--- src/hw/rtl/lcwu_pkg.sv ---
// Shared types and constants for the LRU cache with word usage tracking.
package lcwu_pkg;

    localparam logic [1:0] FUNC_READ  = 2'd0;
    localparam logic [1:0] FUNC_WRITE = 2'd1;
    localparam logic [1:0] FUNC_INVAL = 2'd2;
    localparam logic [1:0] FUNC_MARK  = 2'd3;

    localparam logic [1:0] CFG_LSL  = 2'd0;
    localparam logic [1:0] CFG_SIB  = 2'd1;
    localparam logic [1:0] CFG_WAYS = 2'd2;

    localparam int BLOCK_W = 30;
    localparam int TOTAL_W = 32;
    localparam int CFG_W   = 4;

    typedef struct packed {
        logic [1:0]  func;
        logic [31:0] address;
        logic [6:0]  access_size;
        logic [29:0] evict_block;
    } t_in_word;

    typedef struct packed {
        logic        miss;
        logic        error;
        logic        first_evicted_valid;
        logic [29:0] first_evicted_block;
        logic        first_evicted_dirty;
        logic        second_evicted_valid;
        logic [29:0] second_evicted_block;
        logic        second_evicted_dirty;
        logic [31:0] used_words_total;
    } t_out_word;

    // Controller to datapath commands.
    typedef struct packed {
        logic load;      // capture input word and precompute lines
        logic rd;        // issue set read for current line
        logic upd;       // compute and write set for current line
        logic second;    // current line is the second one
        logic finish;    // publish result
    } t_cmd;

    typedef struct packed {
        logic error;     // access too wide or past address end
        logic two;       // access touches two lines
    } t_sts;

endpackage

--- src/hw/rtl/lcwu_ctrl.sv ---
// Sequencer: load, then read and update one set per touched line.
module lcwu_ctrl (
    input  logic            i_clk,
    input  logic            i_rst_n,
    input  logic            i_in_valid,
    output logic            o_in_stall,
    output logic            o_out_valid,
    input  logic            i_out_stall,
    input  lcwu_pkg::t_sts  i_sts,
    output lcwu_pkg::t_cmd  o_cmd
);
    localparam logic [2:0] S_IDLE = 3'd0;
    localparam logic [2:0] S_LOAD = 3'd1;
    localparam logic [2:0] S_RD   = 3'd2;
    localparam logic [2:0] S_UPD  = 3'd3;
    localparam logic [2:0] S_DONE = 3'd4;

    logic [2:0] r_state, n_state;
    logic       r_second, n_second;
    logic       r_ovalid, n_ovalid;
    logic       accept;

    assign o_in_stall  = (r_state != S_IDLE);
    assign accept      = i_in_valid && (r_state == S_IDLE);
    assign o_out_valid = r_ovalid;

    always_comb begin
        n_state  = r_state;
        n_second = r_second;
        n_ovalid = r_ovalid && i_out_stall;
        o_cmd    = '0;
        o_cmd.second = r_second;
        case (r_state)
            S_IDLE: begin
                if (accept) begin
                    o_cmd.load = 1'b1;
                    n_state    = S_LOAD;
                    n_second   = 1'b0;
                end
            end
            S_LOAD: begin
                if (i_sts.error) n_state = S_DONE;
                else begin
                    o_cmd.rd = 1'b1;
                    n_state  = S_RD;
                end
            end
            S_RD: n_state = S_UPD;
            S_UPD: begin
                o_cmd.upd = 1'b1;
                if (i_sts.two && !r_second) begin
                    n_second = 1'b1;
                    n_state  = S_LOAD;
                end else begin
                    n_state = S_DONE;
                end
            end
            S_DONE: begin
                if (!r_ovalid || !i_out_stall) begin
                    o_cmd.finish = 1'b1;
                    n_ovalid     = 1'b1;
                    n_state      = S_IDLE;
                end
            end
            default: n_state = S_IDLE;
        endcase
    end

    always_ff @(posedge i_clk) begin
        if (!i_rst_n) begin
            r_state  <= S_IDLE;
            r_second <= 1'b0;
            r_ovalid <= 1'b0;
        end else begin
            r_state  <= n_state;
            r_second <= n_second;
            r_ovalid <= n_ovalid;
        end
    end

`ifndef SYNTHESIS
    a_one_cmd: assert property (@(posedge i_clk) disable iff (!i_rst_n)
        $countones({o_cmd.load, o_cmd.rd, o_cmd.upd, o_cmd.finish}) <= 1)
        else $error("multiple commands");
    a_rd_upd: assert property (@(posedge i_clk) disable iff (!i_rst_n)
        o_cmd.rd |=> ##1 o_cmd.upd)
        else $error("update does not follow read");
    a_finish_valid: assert property (@(posedge i_clk) disable iff (!i_rst_n)
        o_cmd.finish |=> o_out_valid)
        else $error("result not shown");
`endif
endmodule

--- config.mk ---
export PLATFORM = sky130hd
export DESIGN_NAME = lcwu_ctrl
export DESIGN_NICKNAME = d
export VERILOG_FILES = /design/src/hw/rtl/lcwu_pkg.sv /design/src/hw/rtl/lcwu_ctrl.sv
export SDC_FILE = /design/constraint.sdc
export NUM_CORES = 1
export LEC_CHECK = 0
export ABC_AREA = 1
export ABC_CLOCK_PERIOD_IN_PS = 1000
export BUFFER_PORTS_ARGS = -buffer_cell sky130_fd_sc_hd__buf_4
export CORE_AREA = 5 5 42 44
export CTS_BUF_LIST = sky130_fd_sc_hd__clkbuf_16
export DETAILED_ROUTE_END_ITERATION = 7
export DIE_AREA = 0 0 47 49
export SYNTH_ARGS = -nofsm -noshare
export SYNTH_HDL_FRONTEND = slang
export SYNTH_SLANG_ARGS = --single-unit
--- constraint.sdc ---
create_clock -name i_clk -period 1 [get_ports i_clk]
set_input_delay 0.1 -clock i_clk [delete_from_list [all_inputs] [get_ports i_clk]]
set_output_delay 0.1 -clock i_clk [all_outputs]
set_load 0.005 [all_outputs]
==> out/qor.yml, run 1 <==
setup_path:
  worstPathCellList: "nor2_4 -> inv_2 -> nor2_4 -> inv_2 -> nor2_1 -> buf_4"
  cp_max_fo: 3
  max_stage_delay_ns: 0.35
  cp.arrival_ns: 1.08
  required_ns: 0.90
  critPathSlowestCell: "dfxtp_4"
  crit_path_start_kind: "register"
  critPathCaptureType: "output port"
  critPathKind: "reg -> out"
logic_synthesis:
  synth.distinct_cells: 13
  synthArstFlopShare_pct: 0
  synth_area_sq_um: 305
  seq_area_frac_synth_pct: 32.8
  synth-edff-count: 0
  synthDominantCellAreaShare_pct: 32.8
  synthCells: 50
  synthesis.nets: 56
  ys_ff_latch: 5
  synth.top_cells.by_count: "nand2_1 (12), inv_1 (11), nor2_1 (8)"
  yosys_warnings: 0
  ys.flop_type: "dfxtp_1"
  synth_area_per_cell_sq_um: 6.11
  synth.area.top_cells: "dfxtp_1 (33%), nand2_1 (15%), inv_1 (14%)"
  yosysMostFrequentCell: "nand2_1"
  synth_top_area_cell: "dfxtp_1"
routing:
  routed_wl_um: 874
  post_drt_via_cell_ratio: 4.16
  drc: 0
  first_iter_violations: 5
  wl_per_cell_um: 9.82
  drtPass1Iterations: 4
  final_antenna_net_count: 0
  vias: 370
grt:
  grt_pass1_vias: 348
  grt_max_degree: 6
  antenna_found_initial: 0
  gr-usage-all-layers_pct: 8.31
  grt_busiest_layer: "met2"
  grt_pass1_wl_um: 1330
  grt_use_met2_pct: 12.9
  use_met1_pct: 8.13
  overflow: 0
  met3_usage_pct: 2.21
run_status:
  violations: "setup timing"
  status: "finished with violations"
pwr:
  ir_drop_v: 0.000908
  leakage_nw: 0.314
  power_density_mw_per_mm2: 1950
sta:
  hold_viol: 0
  post-route-period-util_pct: 118
  rsz0062_at_grt: "true"
  setup_viol: 8
  max_freq_mhz: 846
  layout_setup_ws_ns: -0.182
  fin_crit_ns: 1.18
  max-slew-margin-rel_pct: 89.2
  slew_viol_final: 0
  worst_pin_slew_ns: 0.160
  fin_skew_ns: 0.00256
final_layout:
  layout.nets: 80
  finalInstanceArea_sq_um: 588
  final_cells: 89
  num_antenna_cells: 0
  drive_gt1_share_pct: 53.4
  area_growth_pct: 92.6
clocking:
  clock-sinks: 5
  insertion_delay_ns: 0.23
  root_buffer: "clkbuf_16"
  hold_buffers: 0
  htreeDepth: 1
  path_clk_slew_ns: 0.03
  cts_tree: "yes"
  numCtsBuffers: 3
  cts_buffer_depth: 2
placement:
  place.port_buffers: 12
  dp_hpwl_um: 567
  dp_cells: 79
  gp_congestion: 0.795
  placed_area_sq_um: 423
run:
  drv_cap: 0
floorplan:
  num_io_pins: 13
  die_area_sq_mm: 0.00230
  die_x_um: 47
  fp.dieH_um: 49
  start_util_pct: 21.8
  rows: 14
  core_area_sq_mm: 0.00140
hold_path:
  hp-class: "in -> reg"
[cell type report]
type | count | area (sq um)
inverter | 11 | 41.3
clock inverter | 1 | 3.75
fill | 147 | 813
tap | 16 | 20.0
timing repair buffer | 21 | 165
sequential | 5 | 109
multi-input combinational | 32 | 174
clock buffer | 3 | 75.1
[critical path, delay by kind of cell, from the launching register on]
family,cells,cell delay (ns)
buffers and inverters,3,0.21
flip-flops,1,0.35
AND/OR/NAND/NOR,3,0.30
[cell usage in the layout (no fill, tap or decap), drive strengths merged]
| cell | synthesis | routed |
|---|---|---|
| a21oi | 2 | 2 |
| buf | 2 | 21 |
| nand4 | 1 | 1 |
| clkbuf | 0 | 3 |
| nand2 | 12 | 12 |
| o21ai | 1 | 1 |
| nor2 | 10 | 10 |
| nand3 | 5 | 5 |
| inv | 11 | 12 |
| dfxtp | 5 | 5 |
| or2 | 1 | 1 |
[per-layer routing]
metal / vias up / routed length, um
li1: 194 / -
met1: 161 / 332
met2: 10 / 459
met3: 5 / 43
met4: 0 / 38
met5: - / 0
[cell families (layout without fill, tap and decap cells)]
group	count (synthesis)	in the layout	share of synthesized area, %
compound gates	3	3	6.14
buf+inv	13	36	18.4
flops	5	5	32.8
simple gates	29	29	42.6
[sequential cells by signal (all words and copies together) (netlist names)]
register     cells
r_state          3
o_out_valid      1
r_second         1
[what timing repair did]
| item | in CTS | in global routing |
|---|---|---|
| endpoints found under the setup margin | 5 | 9 |
| resized for setup | 6 | 12 |
| pin swaps | 3 | 3 |
| setup buffers | 5 | 1 |
| cloned | 0 | 0 |
[report_power, final]
| part | leakage, nW | switching, mW | internal (mW) | total, mW |
|---|---|---|---|---|
| Sequential | 0.0427 | 0.0239 | 0.220 | 0.244 |
| Combinational | 0.229 | 0.111 | 0.141 | 0.251 |
| Clock | 0.0423 | 0.134 | 0.518 | 0.652 |
[worst paths after layout]
check	startpoint	to	slack, ns	cells past startpoint
max	r_state[2]$_SDFFE_PN0P_	o_cmd[4]	-0.18	6
min	i_rst_n	r_state[2]$_SDFFE_PN0P_	0.08	3
max reg2reg	r_state[0]$_SDFFE_PN0P_	r_second$_SDFFE_PN0P_	-0.12	7
min reg2reg	o_out_valid$_SDFF_PN0_	o_out_valid$_SDFF_PN0_	0.50	2
[metrics by stage]
stage | utilization [%] | TNS [ns] | total power, mW | hold WS [ns] | setup slack, ns
after global routing | 42.0 | -1.27 | 1.21 | 0.110 | -0.233
after CTS | 38.9 | -0.618 | 1.11 | 0.0835 | -0.182
after detailed placement | 30.2 | -0.00925 | 0.413 | 0.312 | -0.00925
after floorplan | - | 0 | 0.338 | 0.198 | 0.0753
after global placement | 30.2 | 0 | 0.413 | 0.309 | 0.00921
final | 42.0 | -0.747 | 1.15 | 0.0850 | -0.182
(Power assumes the default switching activity.)
==> run 2: changes to the inputs <==
--- a/config.mk
+++ b/config.mk
@@ -6,12 +6,13 @@
 export NUM_CORES = 1
 export LEC_CHECK = 0
 export ABC_AREA = 1
-export ABC_CLOCK_PERIOD_IN_PS = 1000
+export ABC_CLOCK_PERIOD_IN_PS = 1450
 export BUFFER_PORTS_ARGS = -buffer_cell sky130_fd_sc_hd__buf_4
 export CORE_AREA = 5 5 42 44
 export CTS_BUF_LIST = sky130_fd_sc_hd__clkbuf_16
 export DETAILED_ROUTE_END_ITERATION = 7
 export DIE_AREA = 0 0 47 49
+export REMOVE_ABC_BUFFERS = 1
 export SYNTH_ARGS = -nofsm -noshare
 export SYNTH_HDL_FRONTEND = slang
 export SYNTH_SLANG_ARGS = --single-unit
==> constraint.sdc (replaced) <==
create_clock -name i_clk -period 1.45 [get_ports i_clk]
set_input_delay 0.145 -clock i_clk [delete_from_list [all_inputs] [get_ports i_clk]]
set_output_delay 0.145 -clock i_clk [all_outputs]
set_load 0.005 [all_outputs]
==> run 2 against run 1 <==
  * The run now ends clean
  * Cell count shrank 10%
  * Critical endpoint unchanged
  * Clock skew shrank 0.0022 ns
  * First-iteration DRC count shrank 40%
  * Total power shrank 37%
  * Design area shrank 19%
  * Critical path depth is the same
  * Largest cell class unchanged
==> out/qor.yml, run 2 (same netlist as run 1, synthesis figures left out) <==
clocking:
  path_clk_slew_ns: 0.03
  root_buffer: "clkbuf_16"
  cts_buffer_depth: 2
  clock-sinks: 5
  hold_buffers: 0
  insertion_delay_ns: 0.23
  cts_tree: "yes"
  cts_setup_buffers: 0
  numCtsBuffers: 3
  htreeDepth: 1
  cts-resized-gates: 0
final_layout:
  regMostFlops: "r_state"
  final_cells: 80
  layout.nets: 71
  finalInstanceArea_sq_um: 479
  area_growth_pct: 57.0
  fill_cells: 157
  layout_common_cells: "nand2_1 (12), inv_1 (12), buf_4 (12)"
  drive_gt1_share_pct: 28.1
  largest_register_ffs: 3
  fin_util_pct: 34.2
  num_antenna_cells: 0
floorplan:
  num_io_pins: 13
  core_area_sq_mm: 0.00140
  start_util_pct: 21.8
  rows: 14
  die_x_um: 47
  die_area_sq_mm: 0.00230
  fp.dieH_um: 49
sta:
  rsz0062_at_grt: "false"
  hold_viol: 0
  slew_viol_final: 0
  post-route-period-util_pct: 91.3
  hold_slack_ns: 0.119
  max-slew-margin-rel_pct: 85.0
  fin_setup_tns_ns: 0
  layout_setup_ws_ns: 0.126
  fin_crit_ns: 1.32
  max_freq_mhz: 755
  worst_pin_slew_ns: 0.224
  fin_skew_ns: 0.000406
  setup_viol: 0
grt:
  antenna_found_initial: 0
  overflow: 0
  met3_usage_pct: 5.90
  gr-usage-all-layers_pct: 7.04
  use_met1_pct: 7.69
  grt_pass1_vias: 291
  grt_max_degree: 7
  grt_use_met2_pct: 9.05
  grt_pass1_wl_um: 1120
  grt_busiest_layer: "met2"
hold_path:
  worstHoldStart: "i_rst_n"
  min_to: "r_state[2]$_SDFFE_PN0P_"
  hp-class: "in -> reg"
  min_path_cells: 3
placement:
  dpl_worst_slack_ns: 0.327
  dp_cells: 76
  dp_hpwl_um: 539
  placed_area_sq_um: 400
  place.port_buffers: 12
  gp_congestion: 0.696
setup_path:
  required_ns: 1.31
  critPathKind: "reg -> out"
  rrSetupSlack_ns: 0.44
  critPathCaptureType: "output port"
  reg2reg_depth: 7
  r2r_end: "r_second$_SDFFE_PN0P_"
  cp.arrival_ns: 1.18
  cp_max_fo: 5
  regToRegStartpoint: "r_state[1]$_SDFFE_PN0P_"
  crit_path_start_kind: "register"
pwr:
  power_density_mw_per_mm2: 1510
  ir_drop_v: 0.000640
  leakage_nw: 0.267
  p_total_mw: 0.722
routing:
  drc: 0
  final_antenna_net_count: 0
  vias: 327
  post_drt_via_cell_ratio: 4.09
  wl_per_cell_um: 8.31
  routed_wl_um: 665
  drtPass1Iterations: 4
  first_iter_violations: 3
run_status:
  status: "completed"
run:
  drv_cap: 0
==> run 2: changes by cell type in the layout (fill, tap and decap cells not counted), moves of 2 or more <==
| cell | change |
|---|---|
| buf_4 | -7 |
| inv_1 | +4 |
| inv_2 | -4 |
| dfxtp_1 | +3 |
| nor2_1 | +3 |
| buf_6 | -2 |
| dfxtp_4 | -2 |
| nor2_4 | -2 |
==> run 2: final cells by class <==
class / count / area (sq um) / area share [%]
Timing Repair Buffer: 12 / 90.1 / 18.8
Sequential cell: 5 / 100 / 20.9
Tap cell: 16 / 20.0 / 4.18
Clock inverter: 1 / 3.75 / 0.783
Clock buffer: 3 / 75.1 / 15.7
Inverter: 11 / 41.3 / 8.62
Multi-Input combinational cell: 32 / 149 / 31.1
==> run 2: metal layers <==
layer | wire length, um | part of all wire, %
met3 | 80 | 12
met2 | 285 | 43
met1 | 285 | 43
met4 | 14 | 2.1
met5 | 0 | 0
==> run 2: report_power, final <==
| part | total (mW) | leakage (nW) | switching, mW | internal [mW] |
|---|---|---|---|---|
| Combinational | 0.111 | 0.184 | 0.0548 | 0.0559 |
| Clock | 0.447 | 0.0423 | 0.0900 | 0.357 |
| Sequential | 0.164 | 0.0409 | 0.0136 | 0.151 |
==> run 2: critical path, cell delays in order (launching register included) <==
cell and delay, ns:
dfxtp_1 0.34, nor2_2 0.16, inv_1 0.06, nor2_1 0.13, inv_1 0.07, nor2_1 0.08, buf_4 0.11
==> run 2: worst max-delay path by stage <==
stage                            start       end
6_report       r_state[0]$_SDFFE_PN0P_  o_cmd[4]
3_5_place_dp   r_state[2]$_SDFFE_PN0P_  o_cmd[4]
5_1_grt        r_state[0]$_SDFFE_PN0P_  o_cmd[4]
2_1_floorplan  r_state[2]$_SDFFE_PN0P_  o_cmd[4]
4_1_cts        r_state[2]$_SDFFE_PN0P_  o_cmd[4]
3_3_place_gp   r_state[2]$_SDFFE_PN0P_  o_cmd[4]
